<file path="config.mk">
export PLATFORM = sky130hd
export DESIGN_NAME = flag_escape_byte_stuffing_codec_unit
export DESIGN_NICKNAME = d
export VERILOG_FILES = /design/src/rtl/fesc_pkg.sv /design/src/rtl/flag_escape_byte_stuffing_codec_unit.sv /design/src/rtl/fesc_front.sv /design/src/rtl/fesc_queue.sv /design/src/rtl/fesc_back.sv
export SDC_FILE = /design/constraint.sdc
export NUM_CORES = 1
export LEC_CHECK = 0
export BUFFER_PORTS_ARGS = -buffer_cell sky130_fd_sc_hd__clkbuf_2
export CAP_MARGIN = 20
export CELL_PAD_IN_SITES_DETAIL_PLACEMENT = 1
export CELL_PAD_IN_SITES_GLOBAL_PLACEMENT = 1
export CORE_AREA = 2 2 145 133
export DETAILED_ROUTE_END_ITERATION = 10
export DIE_AREA = 0 0 147 135
export MAX_ROUTING_LAYER = met4
export PLACE_DENSITY_LB_ADDON = 0.3
export SLEW_MARGIN = 20
export SYNTH_ARGS = -nofsm -noshare
export SYNTH_HDL_FRONTEND = slang
export SYNTH_SLANG_ARGS = --single-unit
export TNS_END_PERCENT = 20
</file>
<file path="constraint.sdc">
create_clock -name clock -period 3.5 [get_ports clock]
set_clock_uncertainty 0.2 [all_clocks]
set_input_delay 0.525 -clock clock [delete_from_list [all_inputs] [get_ports clock]]
set_output_delay 0.525 -clock clock [all_outputs]
set_load 0.01 [all_outputs]
</file>
<file path="src/rtl/fesc_pkg.sv">
package fesc_pkg;

   localparam logic [7:0] FLAG_BYTE   = 8'h7E;
   localparam logic [7:0] ESC_BYTE    = 8'h7D;
   localparam logic [7:0] ESC_OF_FLAG = 8'h5E;
   localparam logic [7:0] ESC_OF_ESC  = 8'h5D;

   localparam logic REQ_ENCODE = 1'b0;
   localparam logic REQ_DECODE = 1'b1;

   localparam int MAX_RESULTS = 3;
   localparam int QUEUE_DEPTH = 4;

   // One classified item: up to three result bytes and their common flags.
   typedef struct packed {
      logic [1:0]                   cnt;
      logic [MAX_RESULTS-1:0][7:0]  bytes;
      logic                         has;
      logic                         err;
      logic                         last;
   } job_type;

endpackage

</file>
<file path="src/rtl/flag_escape_byte_stuffing_codec_unit.sv">
// Flag/escape byte stuffing codec, one frame byte per transfer.
// Request side: drive req_type (0 encode, 1 decode), req_data_byte and the
// frame marks, and raise req_push; a transfer happens when req_full is low.
// Result side: while rsp_empty is low the oldest result is on the rsp_ ports;
// raise rsp_pop to take it. rsp_run_last marks the last result of one request.
// A request gives zero to three results. The front classifies it in the cycle
// it is accepted and writes it into a four-entry job queue; the back stage
// sends out one result per cycle while rsp_pop takes them, from the queue head
// through the single output register. A transferred request passes through a
// queue slot and then the output register before its first result is on rsp_.
// When the result side stalls, the queue fills and req_full rises; requests
// continue to be taken while a result waits until the queue is full.
// Reset clears the held decode escape, the queue pointers and the result valid flag.
module flag_escape_byte_stuffing_codec_unit #(
   parameter int QUEUE_DEPTH = fesc_pkg::QUEUE_DEPTH
) (
   input  logic       clock,
   input  logic       reset,
   input  logic       req_push,
   output logic       req_full,
   input  logic       req_type,
   input  logic [7:0] req_data_byte,
   input  logic       req_frame_first,
   input  logic       req_frame_last,
   output logic       rsp_empty,
   input  logic       rsp_pop,
   output logic [7:0] rsp_out_byte,
   output logic       rsp_has_byte,
   output logic       rsp_frame_end,
   output logic       rsp_run_last,
   output logic       rsp_marker_error
);

   fesc_pkg::job_type new_job;
   fesc_pkg::job_type head_job;
   logic accept;
   logic job_push;
   logic job_pop;
   logic queue_empty;

   assign accept = req_push && !req_full;

   fesc_front u_front (
      .clock           (clock),
      .reset           (reset),
      .accept          (accept),
      .req_type        (req_type),
      .req_data_byte   (req_data_byte),
      .req_frame_first (req_frame_first),
      .req_frame_last  (req_frame_last),
      .job_push        (job_push),
      .job             (new_job)
   );

   fesc_queue #(
      .DEPTH (QUEUE_DEPTH)
   ) u_queue (
      .clock    (clock),
      .reset    (reset),
      .push     (job_push),
      .push_job (new_job),
      .pop      (job_pop),
      .head_job (head_job),
      .full     (req_full),
      .empty    (queue_empty)
   );

   fesc_back u_back (
      .clock            (clock),
      .reset            (reset),
      .head_job         (head_job),
      .queue_empty      (queue_empty),
      .queue_pop        (job_pop),
      .rsp_pop          (rsp_pop),
      .rsp_empty        (rsp_empty),
      .rsp_out_byte     (rsp_out_byte),
      .rsp_has_byte     (rsp_has_byte),
      .rsp_frame_end    (rsp_frame_end),
      .rsp_run_last     (rsp_run_last),
      .rsp_marker_error (rsp_marker_error)
   );

`ifndef NO_ASSERTIONS
   a_no_byte_alone: assert property (@(posedge clock) disable iff (reset)
      (!rsp_empty && !rsp_has_byte) |-> (rsp_run_last && (rsp_out_byte == 8'h00)))
      else $error("result without a byte is not a lone zero result");

   a_end_is_run_last: assert property (@(posedge clock) disable iff (reset)
      (!rsp_empty && rsp_frame_end) |-> rsp_run_last)
      else $error("frame end on a result that is not the last of its request");

   a_job_nonzero: assert property (@(posedge clock) disable iff (reset)
      job_push |-> (new_job.cnt != 2'd0))
      else $error("queued job holds no result");

   a_pop_has_job: assert property (@(posedge clock) disable iff (reset)
      job_pop |-> !queue_empty)
      else $error("job queue read while empty");
`endif

endmodule

</file>
<file path="src/rtl/fesc_front.sv">
module fesc_front (
   input  logic             clock,
   input  logic             reset,
   input  logic             accept,
   input  logic             req_type,
   input  logic [7:0]       req_data_byte,
   input  logic             req_frame_first,
   input  logic             req_frame_last,
   output logic             job_push,
   output fesc_pkg::job_type job
);

   logic esc_ff;
   logic esc_in;

   always_comb begin
      logic [1:0] n;
      logic       is_flag;
      n = '0;
      is_flag = 1'b0;
      job = '0;
      job.has = 1'b1;
      job.last = req_frame_last;
      esc_in = esc_ff;
      if (req_type == fesc_pkg::REQ_ENCODE) begin
         esc_in = 1'b0;
         if (req_frame_first) begin
            job.bytes[n] = fesc_pkg::FLAG_BYTE;
            n = n + 2'd1;
         end
         if (req_data_byte == fesc_pkg::ESC_BYTE) begin
            job.bytes[n] = fesc_pkg::ESC_BYTE;
            n = n + 2'd1;
            job.bytes[n] = fesc_pkg::ESC_OF_ESC;
            n = n + 2'd1;
         end else if (req_data_byte == fesc_pkg::FLAG_BYTE) begin
            job.bytes[n] = fesc_pkg::ESC_BYTE;
            n = n + 2'd1;
            job.bytes[n] = fesc_pkg::ESC_OF_FLAG;
            n = n + 2'd1;
         end else begin
            job.bytes[n] = req_data_byte;
            n = n + 2'd1;
         end
      end else begin
         if (req_frame_first) begin
            esc_in = 1'b0;
            if (req_data_byte == fesc_pkg::FLAG_BYTE) begin
               is_flag = 1'b1;
            end else begin
               job.err = 1'b1;
            end
         end
         if (is_flag) begin
            if (req_frame_last) begin
               job.has = 1'b0;
               n = 2'd1;
            end
         end else begin
            if (esc_in) begin
               esc_in = 1'b0;
               if (req_data_byte == fesc_pkg::ESC_OF_ESC) begin
                  job.bytes[n] = fesc_pkg::ESC_BYTE;
                  n = n + 2'd1;
               end else if (req_data_byte == fesc_pkg::ESC_OF_FLAG) begin
                  job.bytes[n] = fesc_pkg::FLAG_BYTE;
                  n = n + 2'd1;
               end else begin
                  job.bytes[n] = fesc_pkg::ESC_BYTE;
                  n = n + 2'd1;
                  if (req_data_byte == fesc_pkg::ESC_BYTE) begin
                     esc_in = 1'b1;
                  end else begin
                     job.bytes[n] = req_data_byte;
                     n = n + 2'd1;
                  end
               end
            end else if (req_data_byte == fesc_pkg::ESC_BYTE) begin
               esc_in = 1'b1;
            end else begin
               job.bytes[n] = req_data_byte;
               n = n + 2'd1;
            end
            if (req_frame_last && esc_in) begin
               job.bytes[n] = fesc_pkg::ESC_BYTE;
               n = n + 2'd1;
               esc_in = 1'b0;
            end
            if ((n == 2'd0) && job.err) begin
               job.has = 1'b0;
               n = 2'd1;
            end
         end
      end
      job.cnt = n;
   end

   assign job_push = accept && (job.cnt != 2'd0);

   always_ff @(posedge clock) begin
      if (reset) begin
         esc_ff <= 1'b0;
      end else if (accept) begin
         esc_ff <= esc_in;
      end
   end

endmodule

</file>
<file path="src/rtl/fesc_queue.sv">
module fesc_queue #(
   parameter int DEPTH = fesc_pkg::QUEUE_DEPTH
) (
   input  logic             clock,
   input  logic             reset,
   input  logic             push,
   input  fesc_pkg::job_type push_job,
   input  logic             pop,
   output fesc_pkg::job_type head_job,
   output logic             full,
   output logic             empty
);

   localparam int PW = (DEPTH > 1) ? $clog2(DEPTH) : 1;
   localparam int CW = $clog2(DEPTH + 1);
   localparam logic [PW-1:0] LAST_PTR = PW'(DEPTH - 1);
   localparam logic [CW-1:0] DEPTH_CNT = CW'(DEPTH);

   fesc_pkg::job_type slot_ff [DEPTH];
   logic [PW-1:0] wr_ff, wr_in;
   logic [PW-1:0] rd_ff, rd_in;
   logic [CW-1:0] count_ff, count_in;

   assign full = (count_ff == DEPTH_CNT);
   assign empty = (count_ff == '0);
   assign head_job = slot_ff[rd_ff];

   always_comb begin
      wr_in = wr_ff;
      rd_in = rd_ff;
      count_in = count_ff;
      if (push) begin
         wr_in = (wr_ff == LAST_PTR) ? '0 : wr_ff + 1'b1;
      end
      if (pop) begin
         rd_in = (rd_ff == LAST_PTR) ? '0 : rd_ff + 1'b1;
      end
      if (push && !pop) begin
         count_in = count_ff + 1'b1;
      end else if (pop && !push) begin
         count_in = count_ff - 1'b1;
      end
   end

   always_ff @(posedge clock) begin
      if (reset) begin
         wr_ff <= '0;
         rd_ff <= '0;
         count_ff <= '0;
      end else begin
         wr_ff <= wr_in;
         rd_ff <= rd_in;
         count_ff <= count_in;
      end
   end

   always_ff @(posedge clock) begin
      if (push) begin
         slot_ff[wr_ff] <= push_job;
      end
   end

endmodule

</file>
<file path="src/rtl/fesc_back.sv">
module fesc_back (
   input  logic             clock,
   input  logic             reset,
   input  fesc_pkg::job_type head_job,
   input  logic             queue_empty,
   output logic             queue_pop,
   input  logic             rsp_pop,
   output logic             rsp_empty,
   output logic [7:0]       rsp_out_byte,
   output logic             rsp_has_byte,
   output logic             rsp_frame_end,
   output logic             rsp_run_last,
   output logic             rsp_marker_error
);

   logic       valid_ff, valid_in;
   logic [1:0] idx_ff, idx_in;
   logic [7:0] byte_ff;
   logic       has_ff, end_ff, run_ff, err_ff;
   logic       load;
   logic       is_last;

   assign rsp_empty = !valid_ff;
   assign load = !queue_empty && (!valid_ff || rsp_pop);
   assign is_last = (idx_ff == (head_job.cnt - 2'd1));
   assign queue_pop = load && is_last;

   always_comb begin
      valid_in = valid_ff;
      idx_in = idx_ff;
      if (load) begin
         valid_in = 1'b1;
         idx_in = is_last ? 2'd0 : idx_ff + 2'd1;
      end else if (rsp_pop) begin
         valid_in = 1'b0;
      end
   end

   always_ff @(posedge clock) begin
      if (reset) begin
         valid_ff <= 1'b0;
         idx_ff <= '0;
      end else begin
         valid_ff <= valid_in;
         idx_ff <= idx_in;
      end
   end

   always_ff @(posedge clock) begin
      if (load) begin
         byte_ff <= head_job.bytes[idx_ff];
         has_ff <= head_job.has;
         run_ff <= is_last;
         end_ff <= is_last && head_job.last;
         err_ff <= head_job.err;
      end
   end

   assign rsp_out_byte = byte_ff;
   assign rsp_has_byte = has_ff;
   assign rsp_frame_end = end_ff;
   assign rsp_run_last = run_ff;
   assign rsp_marker_error = err_ff;

endmodule
</file>
# ---- Word level (Yosys, flattened, before mapping)
# Memory sizes are Yosys's and may differ from the RTL's. A register that Yosys moved wholly into a read port is not among the register bits.
# Cells that the tools add are included.
dict set report word_totals {
  reg_bits 23
  latchBits 0
  ramBits 116
  mem_bits_ro 0
  in_bits 15
  out_inout_bits 14
  n_memories 1
}
# name depth word_bits rd rd_ports_with_merged_regs write_ports line
set memory_table {}
lappend memory_table {u_queue.slot_ff 4 29 1 1 1 fesc_queue.sv:19} ;# fesc_pkg::job_type slot_ff [DEPTH];
dict set report classes {
  add_sub_neg 9
  n_mul 0
  div_mod_pow 0
  n_lt_le_gt_ge 7
  eq_ne 8
  shifts 0
  muxes 77
  bitwise_logic 12
  n_reduce_logical 23
}
# op count
set ops {}
lappend ops {{$mux W24} 5}
lappend ops {{$mux W8} 15}
lappend ops {{$demux W8 S2} 3}
lappend ops {{$mux W2} 22}
lappend ops {{$eq A8 B7 Y1 const B} 4}
lappend ops {{$or A15 B15 Y15} 2}
lappend ops {{$mux W1} 27}
lappend ops {{$bwmux W24} 1}
lappend ops {{$and A9 B9 Y9} 2}
lappend ops {{$not A9 Y9} 2}
lappend ops {{$or A12 B18 Y18} 1}
lappend ops {{$or A6 B18 Y18} 1}
lappend ops {{$bmux W8 S2} 1}
lappend ops {{$add A2 B1 Y2 const B} 6}
lappend ops {{$logic_and A1 B1 Y1} 12}
lappend ops {{$lt A2 B3 Y1 const B} 4}
lappend ops {{$not A6 Y6} 2}
lappend ops {{$mux W7} 1}
lappend ops {{$and A2 B6 Y6} 1}
lappend ops {{$and A4 B6 Y6} 1}
lappend ops {{$ge A2 B1 Y1 const B} 3}
lappend ops {{$mux W3} 2}
lappend ops {{$reduce_bool A2 Y1} 3}
lappend ops {{$logic_not A1 Y1} 5}
lappend ops {{9 further kinds} 10}

# ---- Depth between registers and ports, before layout
# Gate-level depths: netlist of run 1.
dict set report depth {
  word_depth 22
  mapped_depth 17
  mapped_depth_nobuf 15
}

# ---- Hierarchy
# From an unflattened synthesis of run 1, not the netlist that was laid out.
dict set report hier_totals {
  cells_unflattened 387
  area_unflattened_um2 6278.5
}
# module n_inst cells_each area_each_um2 seq_area_each_um2
set by_module_without_submodules {}
lappend by_module_without_submodules {fesc_queue 1 195 4633.2 3663.5}
lappend by_module_without_submodules {fesc_front 1 128 908.4 20.0}
lappend by_module_without_submodules {fesc_back 1 63 723.2 420.4}
lappend by_module_without_submodules {flag_escape_byte_stuffing_codec_unit 1 1 13.8 0.0}

# ---- Worst setup path before layout of run 1
# OpenSTA, ideal clock, no wires.
dict set report synth_path {
  path_type {input-to-reg}
  startpoint {input req_data_byte[5]}
  endpoint {register u_queue.count_ff[2]}
  setup_ns 0.071
  arrival_ns 3.498
  t_required_ns 3.229
  slack_ns -0.269
  path_stages 16
  path_cell_list {clkbuf_1 > nand3_1 > nor3_1 > nand2_1 > inv_2 > ha_1 > clkbuf_1 > and2_1 > a311oi_1 > a31oi_2 > ha_1 > inv_1 > fa_1 > xor2_1 > or3_1 > a21oi_1}
}
dict set report synth_between {
  elab_chain_cells 21
  elab_cells_between_ends 42
  classes_between {1 x add/sub; 4 x eq/ne; 28 x mux; 9 x reduce/logical}
}
# item line
set synth_rtl {}
lappend synth_rtl {{start, declared} flag_escape_byte_stuffing_codec_unit.sv:22} ;# input logic [7:0] req_data_byte,
lappend synth_rtl {{$eq A8 B7 Y1} {fesc_front.sv:31, fesc_front.sv:71, fesc_front.sv:78}}
lappend synth_rtl {{$mux W2 / $mux W1 (equally long branches)} {fesc_front.sv:71, fesc_front.sv:78}}
lappend synth_rtl {{$mux W2 / $mux W1 (equally long branches)} fesc_front.sv:65} ;# end else if (req_data_byte == fesc_pkg::ESC_OF_FLAG) begin
lappend synth_rtl {{$mux W2 / $mux W1 (equally long branches)} fesc_front.sv:62} ;# if (req_data_byte == fesc_pkg::ESC_OF_ESC) begin
lappend synth_rtl {{$mux W2 / $mux W1 (equally long branches)} fesc_front.sv:60} ;# if (esc_in) begin
lappend synth_rtl {{$mux W2 / $mux W1 (equally long branches)} fesc_front.sv:54} ;# if (is_flag) begin
lappend synth_rtl {{$mux W2 / $mux W1 (equally long branches)} fesc_front.sv:25} ;# if (req_type == fesc_pkg::REQ_ENCODE) begin
lappend synth_rtl {{$add A2 B1 Y2 / $logic_and A1 B1 Y1 (equally long branches)} {fesc_front.sv:86, fesc_front.sv:84}}
lappend synth_rtl {{[6 not listed]} -}
lappend synth_rtl {{$mux W2} fesc_front.sv:54}
lappend synth_rtl {{$mux W2 (*)} fesc_front.sv:25}
lappend synth_rtl {{$reduce_bool A2 Y1 (*)} fesc_front.sv:98} ;# assign job_push = accept && (job.cnt != 2'd0);
lappend synth_rtl {{$logic_and A1 B1 Y1 (*)} fesc_front.sv:98}
lappend synth_rtl {{via job_push} flag_escape_byte_stuffing_codec_unit.sv:37} ;# logic job_push;
lappend synth_rtl {{$logic_not A1 Y1} fesc_queue.sv:40} ;# end else if (pop && !push) begin
lappend synth_rtl {{$logic_and A1 B1 Y1} fesc_queue.sv:40}
lappend synth_rtl {{$reduce_bool A2 Y1 (no line)} -}
lappend synth_rtl {{end signal, assigned} fesc_queue.sv:53} ;# count_ff <= count_in;
lappend synth_rtl {{end, declared} fesc_queue.sv:22} ;# logic [CW-1:0] count_ff, count_in;
# The timed path passes the listed nets; every way through them passes the cells marked *. The select of a mux whose other input is x is not followed.
# A chain may end at the register's enable or synchronous reset.

# ---- Worst setup path after layout of run 1
dict set report layout_path {
  startpoint {input req_data_byte[7]}
  endpoint {register u_queue.count_ff[2]}
}
# Same word-level chain as after synthesis.

==> results of run 1 <==
==> worst max-delay path, stage by stage <==
cell,delay (ns)
clkbuf_2,0.09
nand3b_1,0.19
nor3_2,0.20
nand2_1,0.16
inv_2,0.09
ha_1,0.23
and2_1,0.17
a311oi_1,0.08
a31oi_4,0.23
ha_1,0.20
inv_1,0.07
fa_1,0.38
xor2_1,0.18
or3_1,0.30
a21oi_1,0.15
==> power by group through the flow <==
stage / Combinational, W / Clock (W) / Sequential [W]
floorplan: 0.000719 / 0 / 0.00203
global placement: 0.00111 / 0 / 0.00201
detailed placement: 0.00113 / 0 / 0.00202
CTS: 0.00114 / 0.00199 / 0.00199
global route: 0.00122 / 0.00205 / 0.00201
finish: 0.00111 / 0.00195 / 0.00199
==> cell type report <==
type	instances	area, um2
Clock inverter	15	234
Fill cell	1920	11500
Clock buffer	17	425
Inverter	15	56.3
Sequential cell	125	3620
Multi-Input combinational cell	192	1690
Timing Repair Buffer	59	423
Tap cell	245	307
==> how the worst min path moves through the flow <==
| stage | endpoint | depth (start not counted) |
|---|---|---|
| after floorplan | u_back.valid_ff | 2 |
| after global placement | u_back.valid_ff | 2 |
| after detailed placement | u_front.esc_ff | 2 |
| after CTS | u_back.valid_ff | 4 |
| after global routing | u_back.valid_ff | 4 |
| final | u_back.valid_ff | 4 |
==> cells in the final DEF, fill, tap and decap left out, drive strengths merged, types with 4 or more instances in the layout <==
cell type,Yosys,final
o22ai,9,9
inv,15,19
nor2b,5,5
dfxtp,13,13
mux4,25,25
ha,9,9
bufinv,0,5
and2,9,9
a21oi,17,17
nand4,4,4
mux2i,11,11
buf,4,31
o21ai,10,10
nor3,7,7
conb,1,4
nand2,16,16
edfxtp,112,112
nand2b,8,8
clkbuf,11,45
nor2,14,14
==> synth_stat cells, drive strengths merged (2+ instances only) <==
| master | count |
|---|---|
| xor2 | 2 |
| o211ai | 2 |
| nor2b | 5 |
| o31ai | 2 |
| o21a | 2 |
| nor4 | 2 |
| edfxtp | 112 |
| nand4 | 4 |
| nor2 | 14 |
| o21ai | 10 |
| buf | 4 |
| o22ai | 9 |
| clkbuf | 11 |
| and2 | 9 |
| or3 | 2 |
| nand4b | 3 |
| mux4 | 25 |
| a21oi | 17 |
| a31oi | 3 |
| inv | 15 |
| dfxtp | 13 |
| a311oi | 3 |
| mux2i | 11 |
| nor3b | 2 |
| nand2b | 8 |
| ha | 9 |
| nand3 | 3 |
| nand2 | 16 |
| nor3 | 7 |
| mux2 | 2 |
==> cell families after synthesis <==
| family | after synthesis |
|---|---|
| buffers and inverters | 30 |
| XOR/XNOR | 3 |
| adder cells (fa/ha/maj) | 10 |
| AND/OR/NAND/NOR | 81 |
| other | 1 |
| multiplexers | 38 |
| AO/OA/AOI/OAI | 56 |
| flip-flops | 125 |
==> per-stage QoR <==
stage | setup TNS, ns | instance area (um2) | hold slack (ns) | cells | setup WS, ns
after floorplan | 0 | 5430 | 0.245 | 347 | 0.00800
after global routing | 0 | 6760 | 0.209 | 668 | 0.227
after CTS | 0 | 6760 | 0.180 | 668 | 0.382
after detailed placement | -0.0567 | 6100 | 0.287 | 636 | -0.0567
final | 0 | 6760 | 0.199 | 668 | 0.396
after global placement | 0 | 6100 | 0.273 | 636 | 0.0678
==> routing by layer <==
metal	up-vias	GRT usage, %	wire length (um)	share of wire (%)
li1	1482	-	-	-
met1	1632	17.2	5820	48
met2	63	20.2	5640	47
met3	7	3.72	428	3.6
met4	0	4.81	122	1.0
met5	-	-	0	0
==> state kept, by name, summed over array words and instances (netlist names), named ones only <==
register,flops
u_queue.slot_ff,100
u_back.rsp_out_byte,8
u_queue.count_ff,3
u_back.idx_ff,2
u_queue.rd_ff,2
u_queue.wr_ff,2
u_back.rsp_frame_end,1
u_back.rsp_has_byte,1
u_back.rsp_marker_error,1
u_back.rsp_run_last,1
u_back.valid_ff,1
u_front.esc_ff,1
==> impl_results.md, run 1 <==
- Run status: finished clean
- Skew-Pair Late Insertion Delay: 0.41 ns
- Fraction of the mapped netlist area in compound gates: 6.65%
- Die Ht: 135 um
- Detailed-placement wirelength estimate: 8.16 mm
- Final routed DRC violation total: 0
- Switching Power: 0.00137 W
- Worst r2r path cells: 11
- Fmax: 322 MHz
- Arrival time of the worst setup path: 3.25 ns
- Crit Path Max Fanout: 5
- Detailed-route vias per instance: 4.77
- Post-synthesis instance area: 0.00540 mm2
- Pwr Density: 747 mW/mm2
- Nets: 435
- Synth unique cells: 53
- Max H-tree Level: 4
- Post-Synth Adder-Cell Area: 2.45%
- Via count of the first global-routing pass: 3392
- Clock Tree Root: clkbuf_16
- PostCTS Resize Cnt: 0
- Main flop type after synthesis: edfxtp_1
- Area added between synthesis and finish: 25.0%
- IR drop worst, VDD: 0.000377 V
- Portion of total power attributed to combinational logic: 22.0%
- Overall die area: 0.0198 mm2
- Post-synthesis mux area share: 12.9%
- Overall power: 0.00504 W
- Max Buffers Root-to-Sink: 2
- Placeable core region: 0.0182 mm2
- Critical Path Start Type: input port
- Wire length of the first global-routing pass: 18.9 mm
- Clk pin slew, worst setup/hold paths: 0.06 ns
- Congestion Overflow GR: 0
- YS warnings: 0
- Xor/xnor cell area share of the yosys netlist: 0.486%
- End point of the critical path: u_queue.count_ff[2]
- Overall via count from detail_route: 3184
- Switching part of the total power: 27.1%
- Nature of the critical path endpoint: flip-flop
- Flops & latches, synth: 125
- Setup slack on the worst flop-to-flop path: 0.41 ns
- Routed WL per cell: 18.0 um
- Number of slew-limit violations in the final report: 0
- Cell taking the most area after synthesis: edfxtp_1
- Num ports: 29
- Internal Power: 0.00368 W
- Unrepaired setup endpoints after global routing: no
- Core Util, Final: 37.1%
- Cell leakage power: 2.33 nW
- Post-Route WL: 12.0 mm
- Maximum number of pins on one net before global-route repair: 26
- Sequential cell fraction of total power: 39.4%
- Clock Sink Count: 125
- Final period util: 88.7%
- Remaining antenna violation count: 0
- Cts bufs inserted: 17
- Number of hold violations in the final report: 0
- CTS tree: done
- Critical path type: in2reg
- Hold Crit Start: rsp_pop
- Share of cells above drive strength 1: 29.6%
- Type of the worst min-delay path: in2reg
- Synthesized-area fraction occupied by and/or/nand/nor cells: 8.13%
- Hold bufs inserted after CTS: 0
- X dimension of the die: 147 um
- Global-route total usage across every layer: 13.3%
- Iteration count of the initial detailed-routing pass: 4
- Top cells by area, synth: edfxtp_1 (62%), mux4_2 (10%), dfxtp_1 (4.8%), ha_1 (2.1%), mux2i_1 (2.0%)
- Sequential fraction of the synthesis area: 67.1%
- Fraction of registers with async set or reset after synthesis: 0%
- Average size of a mapped cell: 15.7 um2
- Area share of the largest cell type after synthesis: 62.2%
- Data required, critical path: 3.64 ns
- Reg-to-reg critical path endpoint: u_queue.count_ff[2]
- Antenna violations before repair: 0
- Main combinational cell family by area after synthesis: multiplexers
- Portion of total power attributed to the clock network: 38.6%
- Diodes inserted: 0
- EDFF count, synth: 112
- Effective utilization at floorplan: 29.6%
- Buffer count from post-CTS setup fixing: 0
- MaxCap Viol Count: 0
- Crit. Startpoint: req_data_byte[7]
- Cells after Synth: 344
- Number of buffers added on ports: 28
- Iter 0 DRT Violations: 144
- Worst-Margin Slew: 0.829 ns
- Shortest period the worst path allows: 3.10 ns
- Std-Cell Rows: 47
- Final estimated routing congestion in global placement: 0.839
- Headroom to the max-slew limit: 44.2%
- Final setup violation count: 0
Note: power is estimated with default switching activity, not from simulation.
==> inputs of run 2 (changes only) <==
==> constraint.sdc (replaced) <==
create_clock -name clock -period 3.4 [get_ports clock]
set_clock_uncertainty 0.2 [all_clocks]
set_input_delay 0.51 -clock clock [delete_from_list [all_inputs] [get_ports clock]]
set_output_delay 0.51 -clock clock [all_outputs]
set_load 0.01 [all_outputs]
==> run 2 against run 1 <==
  * Combinational power is essentially flat
  * Setup slack got worse by 0.0085 ns
  * Clock power is 11% lower
  * Sequential power grew 3%
  * First-iteration DRC count fell by 13%
  * Sequential share of layout area increased by 0.61 points
  * Critical path type unchanged
  * Final area is 1.1% lower
  * Cell count shrank 0.15%
  * Largest cell class unchanged
  * Register-to-register slack improved by 0.03 ns
  * Utilization is 0.42 points lower
==> impl_results.md, run 2 (synthesis results as in run 1) <==
- Number of slew-limit violations in the final report: 0 (unchanged)
- Hold bufs inserted after CTS: 0 (unchanged)
- Internal Power: 0.00361 W (-1.8%)
- Num ports: 29 (unchanged)
- Placement-stage cell area: 0.00611 mm2 (+0.29%)
- Final routed DRC violation total: 0 (unchanged)
- Wire length of the first global-routing pass: 18.9 mm (+0.25%)
- Clock Sink Count: 125 (unchanged)
- Number of flip-flops in the largest register: 100 (unchanged)
- Detailed-route vias per instance: 4.84 (+1.5%)
- Sequential cell fraction of total power: 41.6% (+2.2 points)
- Arrival time of the worst setup path: 3.15 ns (-0.10 ns)
- Area used by sequential logic in the layout: 0.00362 mm2 (unchanged)
- Fmax: 332 MHz
- Maximum number of pins on one net before global-route repair: 26 (unchanged)
- Pwr Density: 736 mW/mm2 (-1.5%)
- Post-Route Setup TNS: 0 ns (unchanged)
- FILL cells: 1922 (+0.10%)
- Cell leakage power: 2.29 nW (-1.8%)
- Cell count of the worst hold path: 4 (unchanged)
- Clock Tree Root: clkbuf_16
- Skew-Pair Late Insertion Delay: 0.41 ns (about the same)
- Buffer count from post-CTS setup fixing: 0 (unchanged)
- Crit Path Max Fanout: 5 (unchanged)
- Switching part of the total power: 26.5% (-0.61 points)
- Worst-Margin Slew: 0.687 ns (-0.142 ns)
- Final period util: 88.6%
- Post-Route WL: 11.8 mm (-1.9%)
- Iter 0 DRT Violations: 126 (-13%)
- Clk pin slew, worst setup/hold paths: 0.05 ns (about the same)
- IR drop worst, VDD: 0.000290 V (-23%)
- Data required, critical path: 3.54 ns (-0.10 ns)
- Number of hold violations in the final report: 0 (unchanged)
- PostCTS Resize Cnt: 0 (unchanged)
- Global-route total usage across every layer: 13.2% (-0.14 points)
- Shortest period the worst path allows: 3.01 ns
- CTS tree: done
- MaxCap Viol Count: 0 (unchanged)
- Diodes inserted: 0 (unchanged)
- Share of cells above drive strength 1: 28.2% (-1.4 points)
- Via count of the first global-routing pass: 3358 (-1.0%)
- Critical path type: in2reg
- Worst min-delay path endpoint: u_back.valid_ff
- Type of the worst min-delay path: in2reg
- Detailed-placement wirelength estimate: 8.09 mm (-0.86%)
- Area taken by multi-input logic gates: 0.00171 mm2 (+1.5%)
- Overall power: 0.00491 W (-2.6%)
- Headroom to the max-slew limit: 53.8% (+9.6 points)
- Routed WL per cell: 17.7 um (-1.7%)
- Std-Cell Rows: 47 (unchanged)
- Area added between synthesis and finish: 23.6%
- Max Buffers Root-to-Sink: 2 (unchanged)
- Antenna violations before repair: 0 (unchanged)
- Iteration count of the initial detailed-routing pass: 4 (unchanged)
- Overall via count from detail_route: 3227 (+1.4%)
- Cts bufs inserted: 17 (unchanged)
- Effective utilization at floorplan: 29.6% (unchanged)
- Total non-filler cell area in the finished layout: 0.00668 mm2 (-1.1%)
- Portion of total power attributed to combinational logic: 23.2% (+1.2 points)
- Placeable core region: 0.0182 mm2 (unchanged)
- Nets: 434 (-0.23%)
- Largest Register: u_queue.slot_ff
- Most frequent cells in the layout: edfxtp_1 (112), clkbuf_2 (28), buf_4 (26)
- Portion of total power attributed to the clock network: 35.2% (-3.4 points)
- Critical Path Start Type: input port
- Remaining antenna violation count: 0 (unchanged)
- Number of buffers added on ports: 28 (unchanged)
- Reg-to-reg critical path endpoint: u_queue.count_ff[2]
- Setup slack on the worst flop-to-flop path: 0.44 ns (+0.03 ns)
- Run status: finished clean
- Nature of the critical path endpoint: flip-flop
- Overall die area: 0.0198 mm2 (unchanged)
- Hold Crit Start: rsp_pop
- Unrepaired setup endpoints after global routing: no
- Worst r2r path cells: 11 (unchanged)
- Most common library cell in the layout ignoring fill and taps: edfxtp_1
- Die Ht: 135 um (unchanged)
- Congestion Overflow GR: 0 (unchanged)
- Final estimated routing congestion in global placement: 0.869 (+3.6%)
- Switching Power: 0.00130 W (-4.8%)
- Final setup violation count: 0 (unchanged)
- Max H-tree Level: 4 (unchanged)
- X dimension of the die: 147 um (unchanged)
[run 2: cell count changes in the layout (fill, tap and decap cells not counted), sizes merged]
cell and delta:
buf -1, clkinv +3, bufinv -2, inv -4, clkinvlp -2, clkbuf +5
[run 2: worst max path at each step]
stage               cells after the start                   to  slack, ns              from
floorplan                              15  u_queue.count_ff[2]       0.03  req_data_byte[7]
detailed placement                     15  u_queue.count_ff[2]      -0.06  req_data_byte[7]
global route                           15  u_queue.count_ff[2]       0.23  req_data_byte[7]
global placement                       13  u_queue.count_ff[2]       0.06  req_data_byte[7]
CTS                                    15  u_queue.count_ff[2]       0.37  req_data_byte[7]
finish                                 15  u_queue.count_ff[2]       0.39  req_data_byte[7]
[run 2: final cells by class]
| cell class | instances | share of cell area (%) |
|---|---|---|
| flip-flops and latches | 125 | 54.3 |
| multi-input cells | 192 | 25.6 |
| clock buffers | 22 | 6.65 |
| repair buffers | 58 | 6.22 |
| well taps | 245 | 4.59 |
| clock inverters | 10 | 1.82 |
| inverters | 15 | 0.843 |
[run 2: worst max-delay path, cell delays in order]
cell and delay (ns):
clkbuf_2 0.09, nand3b_1 0.18, nor3_2 0.24, nand2_2 0.16
inv_2 0.09, ha_1 0.22, and2_4 0.17, a311oi_2 0.06
a31oi_4 0.23, ha_2 0.21, inv_1 0.05, fa_2 0.33
xor2_1 0.17, or3_1 0.30, a21oi_1 0.14
[run 2: layer usage]
layer / part of all wire (%) / track usage (%) / up-vias
li1: - / - / 1473
met1: 48 / 17.2 / 1658
met2: 46 / 19.8 / 85
met3: 5.3 / 4.22 / 11
met4: 0.75 / 3.90 / 0
met5: 0 / - / -
[run 2: power by group through the flow]
stage	Sequential (W)	Clock, W	Combinational, W
after floorplan	0.00209	0	0.000745
after global placement	0.00207	0	0.00115
after detailed placement	0.00208	0	0.00117
after CTS	0.00205	0.00177	0.00117
final	0.00204	0.00173	0.00114
after global routing	0.00207	0.00184	0.00127
[run 2: stage by stage]
step	worst slack, ns	cells	util (%)	hold WS (ns)
global route	0.227	667	36.6	0.211
floorplan	0.0262	347	-	0.245
finish	0.387	667	36.6	0.185
detailed placement	-0.0595	635	33.5	0.284
global placement	0.0605	635	33.5	0.280
CTS	0.372	667	36.6	0.178
==> inputs of run 3 (changes only) <==
--- a/config.mk
+++ b/config.mk
@@ -9,9 +9,9 @@
 export CAP_MARGIN = 20
 export CELL_PAD_IN_SITES_DETAIL_PLACEMENT = 1
 export CELL_PAD_IN_SITES_GLOBAL_PLACEMENT = 1
-export CORE_AREA = 2 2 145 133
+export CORE_AREA = 2 2 124 156
 export DETAILED_ROUTE_END_ITERATION = 10
-export DIE_AREA = 0 0 147 135
+export DIE_AREA = 0 0 126 158
 export MAX_ROUTING_LAYER = met4
 export PLACE_DENSITY_LB_ADDON = 0.3
 export SLEW_MARGIN = 20
==> run 3 against run 2 <==
  * Critical path depth is 4 lower
  * Final area is 0.88% higher
  * Cell count is 1.3% lower
  * Setup slack worse by 0.018 ns
==> impl_results.md, run 3 (synthesis results as in run 1) <==
- Run status: finished clean
- PostCTS Resize Cnt: 0 (unchanged)
- Max Buffers Root-to-Sink: 2 (unchanged)
- Num ports: 29 (unchanged)
- Type of the worst min-delay path: in2reg
- FILL cells: 1928 (+0.31%)
- Pwr Density: 751 mW/mm2 (+2.1%)
- Cell chain of the critical path: mux4_2 -> xnor2_1 -> mux2_2 -> inv_2 -> nand2_1 -> ha_2 -> inv_1 -> fa_2 -> xor2_1 -> or3_1 -> a21oi_1
- Detailed-route vias per instance: 4.92 (+1.7%)
- Std-Cell Rows: 56 (+19%)
- Hold Crit Start: rsp_pop
- Setup slack on the worst flop-to-flop path: 0.37 ns (-0.07 ns)
- Detailed-placement wirelength estimate: 8.62 mm (+6.6%)
- Worst hold slack across all endpoints: 0.202 ns (+0.0168 ns)
- Worst-path cell with the longest stage delay: mux4_2
- Hold bufs inserted after CTS: 0 (unchanged)
- Post-Route Setup TNS: 0 ns (unchanged)
- CTS tree: done
- Placeable core region: 0.0185 mm2 (+1.5%)
- Clock Sink Count: 125 (unchanged)
- Post-Route WL: 12.4 mm (+5.2%)
- Cell leakage power: 2.34 nW (+1.9%)
- Wire length of the first global-routing pass: 19.8 mm (+4.5%)
- X dimension of the die: 126 um (-14%)
- Via count of the first global-routing pass: 3496 (+4.1%)
- Worst r2r path cells: 11 (unchanged)
- Buffer count from post-CTS setup fixing: 0 (unchanged)
- Overall power: 0.00506 W (+3.0%)
- Sequential cell fraction of total power: 40.8% (-0.8 points)
- Delay-heaviest family, CP: multiplexers
- Area added between synthesis and finish: 24.7%
- Global-route total usage across every layer: 13.7% (+0.49 points)
- Remaining antenna violation count: 0 (unchanged)
- Final routed DRC violation total: 0 (unchanged)
- Worst-Margin Slew: 0.606 ns (-0.0809 ns)
- Critical Path Start Type: flip-flop
- MaxCap Viol Count: 0 (unchanged)
- Final setup violation count: 0 (unchanged)
- Crit Path Max Fanout: 5 (unchanged)
- Iteration count of the initial detailed-routing pass: 5 (+1)
- Shortest period the worst path allows: 3.03 ns (+0.0183 ns)
- Number of buffers added on ports: 28 (unchanged)
- Total non-filler cell area in the finished layout: 0.00674 mm2 (+0.88%)
- Overall die area: 0.0199 mm2 (+0.32%)
- Switching part of the total power: 28.0% (+1.5 points)
- Arrival time of the worst setup path: 3.17 ns (+0.02 ns)
- Congestion Overflow GR: 0 (unchanged)
- Largest Register: u_queue.slot_ff
- Skew-Pair Late Insertion Delay: 0.41 ns (about the same)
- Most common library cell in the layout ignoring fill and taps: edfxtp_1
- Final period util: 89.2% (+0.54 points)
- Headroom to the max-slew limit: 59.3% (+5.4 points)
- Number of slew-limit violations in the final report: 0 (unchanged)
- Share of cells above drive strength 1: 31.2% (+3.0 points)
- Antenna violations before repair: 0 (unchanged)
- Maximum number of pins on one net before global-route repair: 26 (unchanged)
- Clock Tree Root: clkbuf_16
- Most frequent cells in the layout: edfxtp_1 (112), buf_4 (30), clkbuf_2 (28)
- Nature of the critical path endpoint: flip-flop
- Portion of total power attributed to combinational logic: 22.5% (-0.7 points)
- Data required, critical path: 3.54 ns (about the same)
- Fmax: 330 MHz (-0.60%)
- Switching Power: 0.00142 W (+8.9%)
- Number of hold violations in the final report: 0 (unchanged)
- Reg-to-reg critical path endpoint: u_queue.count_ff[2]
- Critical path type: reg2reg
- Crit path largest cell delay: 0.57 ns (+0.24 ns)
- Unrepaired setup endpoints after global routing: no
- Portion of total power attributed to the clock network: 36.7% (+1.5 points)
- Diodes inserted: 0 (unchanged)
- Die Ht: 158 um (+17%)
- Internal Power: 0.00364 W (+0.84%)
- Overall via count from detail_route: 3239 (+0.37%)
- Number of flip-flops in the largest register: 100 (unchanged)
- Iter 0 DRT Violations: 166 (+32%)
- Worst min-delay path endpoint: u_back.valid_ff
- Clk pin slew, worst setup/hold paths: 0.06 ns (about the same)
- Final estimated routing congestion in global placement: 0.882 (+1.5%)
- Nets: 438 (+0.92%)
- Max H-tree Level: 4 (unchanged)
- Critical path buffers and inverters: 2 (-1)
- IR drop worst, VDD: 0.000312 V (+7.6%)
- Cell count of the worst hold path: 4 (unchanged)
- Effective utilization at floorplan: 29.2% (-0.43 points)
- Cts bufs inserted: 17 (unchanged)
- Routed WL per cell: 18.8 um (+6.6%)
- Placement-stage cell area: 0.00613 mm2 (+0.23%)
==> run 3: changes by cell type in the layout (fill, tap and decap cells not counted), sizes merged <==
cell      delta
buf          +4
clkbuf       -5
clkinv       -1
clkinvlp     +1
inv          +5
==> run 3: stage by stage <==
step | setup slack, ns | util [%] | cells
after floorplan | 0.0262 | - | 347
after global placement | 0.0864 | 33.1 | 626
after detailed placement | -0.0472 | 33.1 | 626
after CTS | 0.346 | 36.4 | 658
after global routing | 0.184 | 36.4 | 658
final | 0.369 | 36.4 | 658
==> run 3: how the worst max path moves through the flow <==
stage          slack (ns)                   to        startpoint  cells after the start
2_1_floorplan        0.03  u_queue.count_ff[2]  req_data_byte[7]                     15
3_3_place_gp         0.09  u_queue.count_ff[2]  req_data_byte[7]                     15
3_5_place_dp        -0.05  u_queue.count_ff[2]  req_data_byte[7]                     17
4_1_cts              0.35  u_queue.count_ff[2]         flip-flop                     11
5_1_grt              0.18  u_queue.count_ff[2]  req_data_byte[7]                     17
6_report             0.37  u_queue.count_ff[2]         flip-flop                     11
==> run 3: layer usage <==
| layer | track usage [%] | vias up | part of all wire, % |
|---|---|---|---|
| met4 | 4.76 | 0 | 1.2 |
| li1 | - | 1489 | - |
| met3 | 3.08 | 8 | 3.2 |
| met1 | 15.7 | 1692 | 43 |
| met5 | - | - | 0 |
| met2 | 23.6 | 50 | 53 |
==> run 3: final cells by class <==
type                    count  area (um2)  share of cell area [%]
repair buffers             62         445                    6.61
clock inverters            15         185                    2.75
flip-flops and latches    125        3620                    53.8
multi-input cells         192        1710                    25.4
clock buffers              17         425                    6.31
well taps                 232         290                    4.31
inverters                  15        56.3                   0.836
==> run 3: power by group through the flow <==
stage               clock (W)  sequential [W]  combinational (W)
floorplan                   0         0.00209           0.000745
global placement            0         0.00209            0.00115
detailed placement          0         0.00210            0.00117
CTS                   0.00190         0.00207            0.00117
global route          0.00196         0.00209            0.00126
finish                0.00186         0.00207            0.00114
==> run 3: worst min-delay path, stage by stage <==
cell      delay (ns)
clkbuf_2        0.07
inv_1           0.06
nand2_1         0.07
a21oi_1         0.05
